===== config.mk =====
export PLATFORM = sky130hd
export DESIGN_NAME = edit_distance_levenshtein_top_flat
export DESIGN_NICKNAME = d
export VERILOG_FILES = /design/src/sv/levd_pkg.sv /design/src/sv/levd_if.sv /design/src/sv/edit_distance_levenshtein_top.sv /design/src/flat_wrapper.sv
export SDC_FILE = /design/constraint.sdc
export NUM_CORES = 2
export LEC_CHECK = 0
export BUFFER_PORTS_ARGS = -buffer_cell sky130_fd_sc_hd__clkbuf_2
export CAP_MARGIN = 25
export CORE_MARGIN = 2
export CORE_UTILIZATION = 58
export DETAILED_ROUTE_END_ITERATION = 10
export PLACE_DENSITY = 0.74
export SYNTH_ARGS = -nofsm -noshare
export SYNTH_HDL_FRONTEND = slang
export SYNTH_SLANG_ARGS = --single-unit

===== constraint.sdc =====
create_clock -name clock -period 8.4 [get_ports clock]
set_input_delay 1.26 -clock clock [delete_from_list [all_inputs] [get_ports clock]]
set_output_delay 1.26 -clock clock [all_outputs]
set_load 0.03 [all_outputs]

===== src/sv/levd_pkg.sv =====
// levd_pkg: shared widths, command codes and sequencer state type
// for the levenshtein edit distance engine; no dependencies
package levd_pkg;

   localparam int CMD_W  = 2;
   localparam int CHAR_W = 8;
   localparam int DIST_W = 7;

   localparam logic [CMD_W-1:0] CMD_APPEND_FIRST  = 2'd0;
   localparam logic [CMD_W-1:0] CMD_APPEND_SECOND = 2'd1;
   localparam logic [CMD_W-1:0] CMD_COMPUTE       = 2'd2;

   localparam logic [DIST_W-1:0] DIST_MAX = 7'd127;

   typedef enum logic [5:0] {
      ST_IDLE    = 6'b000001,
      ST_INIT    = 6'b000010,
      ST_ROW     = 6'b000100,
      ST_CELL_RD = 6'b001000,
      ST_CELL_WR = 6'b010000,
      ST_DONE    = 6'b100000
   } state_type;

endpackage


===== src/sv/levd_if.sv =====
// levd_req_if and levd_rsp_if: valid/ready channels for load/compute items
// and distance results; depends on levd_pkg
interface levd_req_if;
   import levd_pkg::*;

   logic              valid;
   logic              ready;
   logic [CMD_W-1:0]  cmd;
   logic [CHAR_W-1:0] char_byte;

   modport source (output valid, output cmd, output char_byte, input ready);
   modport sink   (input valid, input cmd, input char_byte, output ready);
endinterface

interface levd_rsp_if;
   import levd_pkg::*;

   logic              valid;
   logic              ready;
   logic [DIST_W-1:0] distance;
   logic              overflow;

   modport source (output valid, output distance, output overflow, input ready);
   modport sink   (input valid, input distance, input overflow, output ready);
endinterface


===== src/sv/edit_distance_levenshtein_top.sv =====
// edit_distance_levenshtein_top: string loader and iterative levenshtein sweep
// depends on levd_pkg and the channel interfaces in levd_if.sv
//
// Append items (cmd 0 to the first string, cmd 1 to the second) are accepted
// back to back. A compute item (cmd 2) makes the block busy for a sweep:
// one row-initialisation pass, then per row one setup state and, per cell,
// a read state and a write state through a single shared min-of-three unit
// behind the registered read of the row memory, then a hand-over state for
// the result. If either string is empty the block goes straight to the
// hand-over. The hand-over stretches while an earlier result still waits
// unread. A finished result waits in an output register, so new appends are
// taken while it is pending.
// Characters beyond MAX_LEN are dropped and flagged as overflow.
module edit_distance_levenshtein_top #(
   parameter int MAX_LEN = 64
) (
   input logic         clock,
   input logic         reset,
   levd_req_if.sink    req_ch,
   levd_rsp_if.source  rsp_ch
);
   import levd_pkg::*;

   localparam int LEN_W = $clog2(MAX_LEN + 1);
   localparam int IDX_W = (MAX_LEN > 1) ? $clog2(MAX_LEN) : 1;
   localparam int EXT_W = (LEN_W > DIST_W) ? LEN_W : DIST_W;

   logic [CHAR_W-1:0] first_mem  [MAX_LEN];
   logic [CHAR_W-1:0] second_mem [MAX_LEN];
   logic [LEN_W-1:0]  row_mem    [MAX_LEN+1];

   state_type         state_ff, state_in;
   logic [LEN_W-1:0]  len1_ff, len1_in;
   logic [LEN_W-1:0]  len2_ff, len2_in;
   logic              ovf_ff, ovf_in;
   logic [LEN_W-1:0]  i_ff, i_in;
   logic [LEN_W-1:0]  j_ff, j_in;
   logic [LEN_W-1:0]  left_ff, left_in;
   logic [LEN_W-1:0]  diag_ff, diag_in;
   logic              rsp_valid_ff, rsp_valid_in;
   logic [DIST_W-1:0] rsp_dist_ff, rsp_dist_in;
   logic              rsp_ovf_ff, rsp_ovf_in;

   logic [CHAR_W-1:0] first_q_ff;
   logic [CHAR_W-1:0] second_q_ff;
   logic [LEN_W-1:0]  above_ff;

   logic              wr1_en, wr2_en, row_wr_en;
   logic [LEN_W-1:0]  row_wr_addr, row_wr_data, row_rd_addr;
   logic [LEN_W-1:0]  i_next, j_next;
   logic [LEN_W:0]    cand_left, cand_above, cand_diag, cell_min;
   logic [EXT_W-1:0]  dist_ext;
   logic [DIST_W-1:0] dist_sat;
   logic              req_fire;

   assign req_ch.ready    = (state_ff == ST_IDLE);
   assign req_fire        = req_ch.valid && req_ch.ready;
   assign rsp_ch.valid    = rsp_valid_ff;
   assign rsp_ch.distance = rsp_dist_ff;
   assign rsp_ch.overflow = rsp_ovf_ff;

   assign i_next      = i_ff + LEN_W'(1);
   assign j_next      = j_ff + LEN_W'(1);
   assign row_rd_addr = j_next;

   // shared min-of-three unit
   always_comb begin
      cand_left  = {1'b0, left_ff} + (LEN_W+1)'(1);
      cand_above = {1'b0, above_ff} + (LEN_W+1)'(1);
      cand_diag  = {1'b0, diag_ff} + (LEN_W+1)'(first_q_ff != second_q_ff);
      cell_min   = cand_left;
      if (cand_above < cell_min) begin
         cell_min = cand_above;
      end
      if (cand_diag < cell_min) begin
         cell_min = cand_diag;
      end
   end

   assign dist_ext = EXT_W'(left_ff);
   assign dist_sat = (dist_ext > EXT_W'(DIST_MAX)) ? DIST_MAX : dist_ext[DIST_W-1:0];

   always_comb begin
      state_in     = state_ff;
      len1_in      = len1_ff;
      len2_in      = len2_ff;
      ovf_in       = ovf_ff;
      i_in         = i_ff;
      j_in         = j_ff;
      left_in      = left_ff;
      diag_in      = diag_ff;
      rsp_valid_in = rsp_valid_ff && !rsp_ch.ready;
      rsp_dist_in  = rsp_dist_ff;
      rsp_ovf_in   = rsp_ovf_ff;
      wr1_en       = 1'b0;
      wr2_en       = 1'b0;
      row_wr_en    = 1'b0;
      row_wr_addr  = j_ff;
      row_wr_data  = j_ff;

      case (state_ff)
         ST_IDLE: begin
            if (req_fire) begin
               case (req_ch.cmd)
                  CMD_APPEND_FIRST: begin
                     if (len1_ff < LEN_W'(MAX_LEN)) begin
                        wr1_en  = 1'b1;
                        len1_in = len1_ff + LEN_W'(1);
                     end else begin
                        ovf_in = 1'b1;
                     end
                  end
                  CMD_APPEND_SECOND: begin
                     if (len2_ff < LEN_W'(MAX_LEN)) begin
                        wr2_en  = 1'b1;
                        len2_in = len2_ff + LEN_W'(1);
                     end else begin
                        ovf_in = 1'b1;
                     end
                  end
                  CMD_COMPUTE: begin
                     if (len1_ff == '0 || len2_ff == '0) begin
                        // one string empty: distance is the other length
                        left_in  = len1_ff | len2_ff;
                        state_in = ST_DONE;
                     end else begin
                        j_in     = LEN_W'(1);
                        state_in = ST_INIT;
                     end
                  end
                  default: begin
                  end
               endcase
            end
         end
         ST_INIT: begin
            row_wr_en = 1'b1;
            if (j_ff == len2_ff) begin
               i_in     = '0;
               state_in = ST_ROW;
            end else begin
               j_in = j_next;
            end
         end
         ST_ROW: begin
            // column zero of row i holds i, so it lives in the counter
            diag_in  = i_ff;
            left_in  = i_next;
            j_in     = '0;
            state_in = ST_CELL_RD;
         end
         ST_CELL_RD: begin
            state_in = ST_CELL_WR;
         end
         ST_CELL_WR: begin
            row_wr_en   = 1'b1;
            row_wr_addr = j_next;
            row_wr_data = cell_min[LEN_W-1:0];
            left_in     = cell_min[LEN_W-1:0];
            diag_in     = above_ff;
            if (j_next == len2_ff) begin
               if (i_next == len1_ff) begin
                  state_in = ST_DONE;
               end else begin
                  i_in     = i_next;
                  state_in = ST_ROW;
               end
            end else begin
               j_in     = j_next;
               state_in = ST_CELL_RD;
            end
         end
         ST_DONE: begin
            if (!rsp_valid_ff || rsp_ch.ready) begin
               rsp_valid_in = 1'b1;
               rsp_dist_in  = dist_sat;
               rsp_ovf_in   = ovf_ff;
               len1_in      = '0;
               len2_in      = '0;
               ovf_in       = 1'b0;
               state_in     = ST_IDLE;
            end
         end
         default: begin
            state_in = ST_IDLE;
         end
      endcase
   end

   always_ff @(posedge clock) begin
      if (reset) begin
         state_ff     <= ST_IDLE;
         len1_ff      <= '0;
         len2_ff      <= '0;
         ovf_ff       <= 1'b0;
         rsp_valid_ff <= 1'b0;
      end else begin
         state_ff     <= state_in;
         len1_ff      <= len1_in;
         len2_ff      <= len2_in;
         ovf_ff       <= ovf_in;
         rsp_valid_ff <= rsp_valid_in;
      end
   end

   always_ff @(posedge clock) begin
      i_ff        <= i_in;
      j_ff        <= j_in;
      left_ff     <= left_in;
      diag_ff     <= diag_in;
      rsp_dist_ff <= rsp_dist_in;
      rsp_ovf_ff  <= rsp_ovf_in;
   end

   // string stores
   always_ff @(posedge clock) begin
      if (wr1_en) begin
         first_mem[len1_ff[IDX_W-1:0]] <= req_ch.char_byte;
      end
      if (wr2_en) begin
         second_mem[len2_ff[IDX_W-1:0]] <= req_ch.char_byte;
      end
      first_q_ff  <= first_mem[i_ff[IDX_W-1:0]];
      second_q_ff <= second_mem[j_ff[IDX_W-1:0]];
   end

   // dynamic-programming row
   always_ff @(posedge clock) begin
      if (row_wr_en) begin
         row_mem[row_wr_addr] <= row_wr_data;
      end
      above_ff <= row_mem[row_rd_addr];
   end

endmodule


===== src/flat_wrapper.sv =====
// flat-port wrapper written by rule: the top's interface ports become plain ports
module edit_distance_levenshtein_top_flat import levd_pkg::*;
#(
   parameter int MAX_LEN = 64
)
  (clock, reset, req_ch_valid, req_ch_cmd, req_ch_char_byte, req_ch_ready, rsp_ch_valid, rsp_ch_distance, rsp_ch_overflow, rsp_ch_ready);
  levd_req_if req_ch_i ();
  levd_rsp_if rsp_ch_i ();
  input logic clock;
  input logic reset;
  input wire logic [$bits(req_ch_i.valid)-1:0] req_ch_valid;
  input wire logic [$bits(req_ch_i.cmd)-1:0] req_ch_cmd;
  input wire logic [$bits(req_ch_i.char_byte)-1:0] req_ch_char_byte;
  output wire logic [$bits(req_ch_i.ready)-1:0] req_ch_ready;
  output wire logic [$bits(rsp_ch_i.valid)-1:0] rsp_ch_valid;
  output wire logic [$bits(rsp_ch_i.distance)-1:0] rsp_ch_distance;
  output wire logic [$bits(rsp_ch_i.overflow)-1:0] rsp_ch_overflow;
  input wire logic [$bits(rsp_ch_i.ready)-1:0] rsp_ch_ready;
  assign req_ch_i.valid = req_ch_valid;
  assign req_ch_i.cmd = req_ch_cmd;
  assign req_ch_i.char_byte = req_ch_char_byte;
  assign req_ch_ready = req_ch_i.ready;
  assign rsp_ch_valid = rsp_ch_i.valid;
  assign rsp_ch_distance = rsp_ch_i.distance;
  assign rsp_ch_overflow = rsp_ch_i.overflow;
  assign rsp_ch_i.ready = rsp_ch_ready;
  edit_distance_levenshtein_top #(.MAX_LEN(MAX_LEN)) u_core (.clock(clock), .reset(reset), .req_ch(req_ch_i), .rsp_ch(rsp_ch_i));
endmodule

Word level (Yosys, flattened, before mapping). Memory sizes are Yosys's and may differ from the RTL's. A register that Yosys moved wholly into a read port is not among the register bits. Cells that the tools add are included.

Input bits: 14. Output and inout port bits: 10. Word-level logic and storage cells: 138. Register bits: 58. RAM bits: 1479. Memories: 3.

Memories: u_core.first_mem (words 64, width 8, read ports 1, clocked after memory_dff 1, wr ports 1, RTL line edit_distance_levenshtein_top.sv:28) `logic [CHAR_W-1:0] first_mem [MAX_LEN];`; u_core.second_mem (words 64, width 8, read ports 1, clocked after memory_dff 1, wr ports 1, RTL line edit_distance_levenshtein_top.sv:29) `logic [CHAR_W-1:0] second_mem [MAX_LEN];`; u_core.row_mem (words 65, width 7, read ports 1, clocked after memory_dff 1, wr ports 1, RTL line edit_distance_levenshtein_top.sv:30) `logic [LEN_W-1:0] row_mem [MAX_LEN+1];`.

Add/subtract/negate cells: 7. Eq/ne operators: 29. $lt $le $gt $ge: 5. Bitwise logic cells: 1. Mux-type cells: 59. Reductions and logical operators: 23.

Operators with widths (number): $mux 7 (21); $pmux 7 s2 (4); $mux 6 (7); $pmux 6 s6 (1); $add 7x1->7 const B (4); $pmux 7 s4 (1); $ne 2x2->1 const B (11); $eq 7x7->1 (3); $mux 1 (21); $pmux 7 s3 (1); $add 7x1->8 const B (2); $lt 8x8->1 (2); $logic_not 7->1 (2); $lt 7x7->1 const B (2); $reduce_and 4->1 (3); $reduce_and 6->1 (2); $reduce_and 5->1 (2); $ne 3x3->1 const B (3); $add 7x1->8 (1); $mux 8 (1); $ne 8x8->1 (1); $gt 7x7->1 const B (1); $or 7x7->7 (1); $eq 6x1->1 const B (1); 18 further kinds (26).

Depth between registers and ports, before layout.
Depth in word-level cells: 7. Depth in mapped cells: 19. Mapped depth without buffers: 18.

Worst setup path after synthesis. OpenSTA, ideal clock, no wires.

Path type: reg-to-reg. From: reg u_core.left_ff[0], in the netlist u_core.dist_ext[0]. To: mem u_core.row_mem[0][2] (netlist name) (data pin). Clock period less this slack: 6.028 ns. Arrival time: 5.505 ns. Setup time: 0.523 ns. Data required time: 7.877 ns. Buffers on the path: 1. Slack: 2.372 ns. Stages on the path, launching flop included: 18. Cell sequence: edfxtp_1 > ha_1 > xnor2_1 > ha_1 > or4_1 > a21oi_1 > nor3_1 > nor2b_1 > buf_2 > mux2i_1 > inv_1 > ha_1 > a21o_1 > a211oi_1 > nand2_1 > o21ai_2 > mux2_2 > o21ai_1.

Cells in the longest elaborated chain, start to end: 6.

RTL lines: start: declaration (RTL line edit_distance_levenshtein_top.sv:38) `logic [LEN_W-1:0] left_ff, left_in;`; start signal: assignment (RTL line edit_distance_levenshtein_top.sv:209) `left_ff <= left_in;`; $add 7x1->8 * (RTL line edit_distance_levenshtein_top.sv:68) `cand_left = {1'b0, left_ff} + (LEN_W+1)'(1);`; $lt 8x8->1 (RTL line edit_distance_levenshtein_top.sv:72) `if (cand_above < cell_min) begin`; $mux 8 * (RTL line edit_distance_levenshtein_top.sv:72); $lt 8x8->1 (RTL line edit_distance_levenshtein_top.sv:75) `if (cand_diag < cell_min) begin`; $mux 7 * (RTL line edit_distance_levenshtein_top.sv:75); $mux 7 * (RTL line edit_distance_levenshtein_top.sv:101) `case (state_ff)`; named net u_core.row_wr_data[2] (RTL line edit_distance_levenshtein_top.sv:49) `logic [LEN_W-1:0] row_wr_addr, row_wr_data, row_rd_addr;`; end: declaration (RTL line edit_distance_levenshtein_top.sv:30).

The timed path passes the listed nets; every way through them passes the cells marked *.

Final worst setup path.
From: reg u_core.left_ff[0], in the netlist u_core.dist_ext[0]. To: mem u_core.row_mem[1][4] (netlist name) (data pin).

Same word-level chain as after synthesis.

==> summary.md <==
| Metric | Value |
|---|---|
| Status | `finished, final reports clean` |
| Sw Share | `22.2%` |
| Fin util | `64.8%` |
| Max_cap viols | `0` |
| Die Ht | `331 um` |
| HPWL after DPL | `82.5 mm` |
| Mux share of post-synthesis cell area | `16.8%` |
| WS Path Type | `register to register` |
| Register area share after synthesis | `74.9%` |
| Critical path arrival | `6750 ps` |
| Initial Util | `58.7%` |
| Register area | `46400 um^2` |
| Final Hold Fails | `0` |
| Crit-path cells | `ha_1, xnor2_1, ha_1, or4_1, a21oi_1, nor3_1, nor2b_1, mux2i_1, inv_1, ha_1, a2111oi_0, nand2_1, o21ai_2, mux2i_1, o21ai_4, buf_4` |
| Die Wd | `331 um` |
| Total clock sinks | `1560` |
| Clock Skews | `21.8 ps` |
| Largest net degree at the start of global routing | `119` |
| Sw power | `3.63 mW` |
| Routed WL per cell | `29.8 um` |
| First-pass detailed-route iteration total | `6` |
| Period utilization | `74.5%` |
| Number of global-route vias before repair | `30800` |
| Syn-to-layout area delta | `10.4%` |
| Unique masters post-synth | `69` |
| Post-CTS sizing | `0` |
| Initial antenna violation count | `6` |
| CTS tree | `yes` |
| # Post-CTS Setup Buffers | `0` |
| Clock root buffer master | `clkbuf_16` |
| Setup_tns | `0 ps` |
| Hold Path Class | `register to register` |
| P per Cell Area | `239 nW/um^2` |
| Asr flop ratio synth | `0%` |
| Rows | `119` |
| Routability cong. | `0.869` |
| I/O pin cnt | `24` |
| Clock transition at the registers of the reported paths | `60 ps` |
| Residual DRC | `0` |
| CP Capture Type | `register` |
| Nets | `3116` |
| CTS H-tree depth | `4` |
| Int Power | `12.7 mW` |
| Post-Syn Nets | `3066` |
| RSZ-0062 raised after global routing | `false` |
| Fill cell count | `6671` |
| Post-Synth Adder-Cell Area | `0.505%` |
| Vias | `30100` |
| FF+latch count, synth | `1560` |
| Crit path largest cell delay | `730 ps` |
| Initial DRC count | `3902` |
| Most frequent cells in the layout | `edfxtp_1, mux4_2, nor2_1` |
| Crit path required time | `8900 ps` |
| Part of the power in registers | `52.9%` |
| Critical Path Fanout Max | `37` |
| Inserted Clock Buffers | `153` |
| Comb pwr share | `6.7%` |
| Port Buffer Count | `23` |
| Most used cell, CP | `ha_1` |
| Layout cells sized above 1 | `23.5%` |
| Clock network power share | `40.4%` |
| Period minus WS final | `6260 ps` |
| First-pass GRT wire length | `204 mm` |
| Total Routing Usage GR | `25.7%` |
| Simple-gate share of the synthesized area | `4.13%` |
| Routed Antenna Nets | `0` |
| Actual slew at the worst max-slew pin | `1060 ps` |
| CP bufs+invs | `2` |
| Fmax | `160 MHz` |
| Most common flop cell mapped by yosys | `edfxtp_1` |
| Largest delay share family, worst path | `compound AO/OA/AOI/OAI gates` |
| Pleak | `21.7 nW` |
| Final wirelength | `137 mm` |
| Startpoint type of the worst setup path | `register` |
| Cell count after synthesis | `3027` |
| Compound-Gate Fraction of Synth Area | `1.35%` |
| Most common cell after layout, fill and taps aside | `edfxtp_1` |
| DIE AREA | `109000 um^2` |
| XOR/XNOR Fraction of Synth Area | `0.941%` |
| Max VDD drop | `0.187 mV` |
| # hold bufs at CTS | `0` |
| Worst-Skew Late Latency | `760 ps` |
| Setup violations, final | `0` |
| Gr ovfl total | `0` |
| Via/cell ratio | `6.57` |
| Main combinational cell family by area after synthesis | `multiplexers` |
| Post-synth EDFFs | `1515` |
| Slew Viols, Final | `0` |
| Synth warn | `0` |
| Crit-path slowest cell | `o21ai_4` |
| Core ar. | `106000 um^2` |
| Relative max-transition margin | `29.5%` |
| CTS Buffer Depth | `3` |
| Synthesized area | `61900 um^2` |
| Avg Cell Area, Syn | `20.5 um^2` |
| Multi-input logic area | `14800 um^2` |
-- kinds of logic after synthesis --
logic type	count (synthesis)
compound gates	119
xor+xnor	64
fa+ha+maj	25
buf+inv	199
flops	1560
mux	478
simple gates	582
-- path summary, 6_finish.rpt --
kind | slack, ps | to | depth (start not counted) | start
max reg2reg | 2140 | u_core.row_mem[1][4] | 16 | u_core.dist_ext[0]
max | 2140 | u_core.row_mem[1][4] | 16 | u_core.dist_ext[0]
min reg2reg | 450 | u_core.rsp_ch.overflow | 0 | u_core.ovf_ff
min | 450 | u_core.rsp_ch.overflow | 0 | u_core.ovf_ff
-- registers in the layout, summed over array words and instances, names as in the netlist, 8 cells and up --
name,count
u_core.first_mem,512
u_core.second_mem,512
u_core.row_mem,455
u_core.first_q_ff,8
u_core.second_q_ff,8
-- metal layers --
layer  GRT usage (%)  part of all wire [%]  up-vias
li1                -                     -    12500
met1            36.5                    39    15800
met2            41.3                    50     1526
met3            4.40                   8.4      249
met4            8.19                   3.0        4
met5               0                 0.018        -
-- worst reg2reg max path, cell delays in order (launching register included) --
cell and delay [ps]:
edfxtp_1 540, ha_1 320, xnor2_1 160, ha_1 230
or4_1 500, a21oi_1 130, nor3_1 90, nor2b_1 640
mux2i_1 400, inv_1 100, ha_1 320, a2111oi_0 480
nand2_1 160, o21ai_2 400, mux2i_1 220, o21ai_4 730
buf_4 540
-- cells in the mapped netlist (17+ instances only) --
master | count | area share, %
ha_1 | 25 | 0.50
xnor2_1 | 26 | 0.37
clkbuf_1 | 95 | 0.58
mux4_2 | 448 | 16
nand3_1 | 65 | 0.53
buf_2 | 47 | 0.38
nor2_1 | 245 | 1.5
edfxtp_1 | 1515 | 73
inv_1 | 25 | 0.15
dfxtp_1 | 45 | 1.5
a21oi_1 | 17 | 0.14
nor3_1 | 20 | 0.16
mux2i_1 | 27 | 0.44
nand2_1 | 168 | 1.0
buf_1 | 22 | 0.13
xor2_1 | 36 | 0.51
-- power groups by stage --
stage / combinational (mW) / sequential (mW) / clock, mW
after global routing: 1.19 / 8.66 / 6.97
after CTS: 1.10 / 8.66 / 6.68
after global placement: 1.06 / 8.82 / 0
after detailed placement: 1.09 / 8.82 / 0
final: 1.10 / 8.66 / 6.61
after floorplan: 0.672 / 8.80 / 0
-- area by class of cell --
| class | count | share of cell area, % |
|---|---|---|
| Inverter | 27 | 0.148 |
| Tap cell | 1391 | 2.54 |
| Sequential cell | 1560 | 67.8 |
| Multi-Input combinational cell | 1268 | 21.6 |
| Clock inverter | 74 | 1.10 |
| Antenna cell | 5 | 0.0183 |
| Timing Repair Buffer | 67 | 0.796 |
| Clock buffer | 195 | 5.90 |
-- per-stage QoR --
stage                     hold slack (ps)  cell area (um^2)  instances  worst slack [ps]  power, mW
after global placement                418             63500       4305              2340       9.87
after global routing                  458             68400       4582              1660       16.8
after detailed placement              436             63500       4310              2220       9.91
after CTS                             442             68300       4579              2170       16.4
after floorplan                       409             61900       3027              2370       9.47
final                                 452             68400       4587              2140       16.4
No activity file was read; power rests on OpenSTA's default activity.
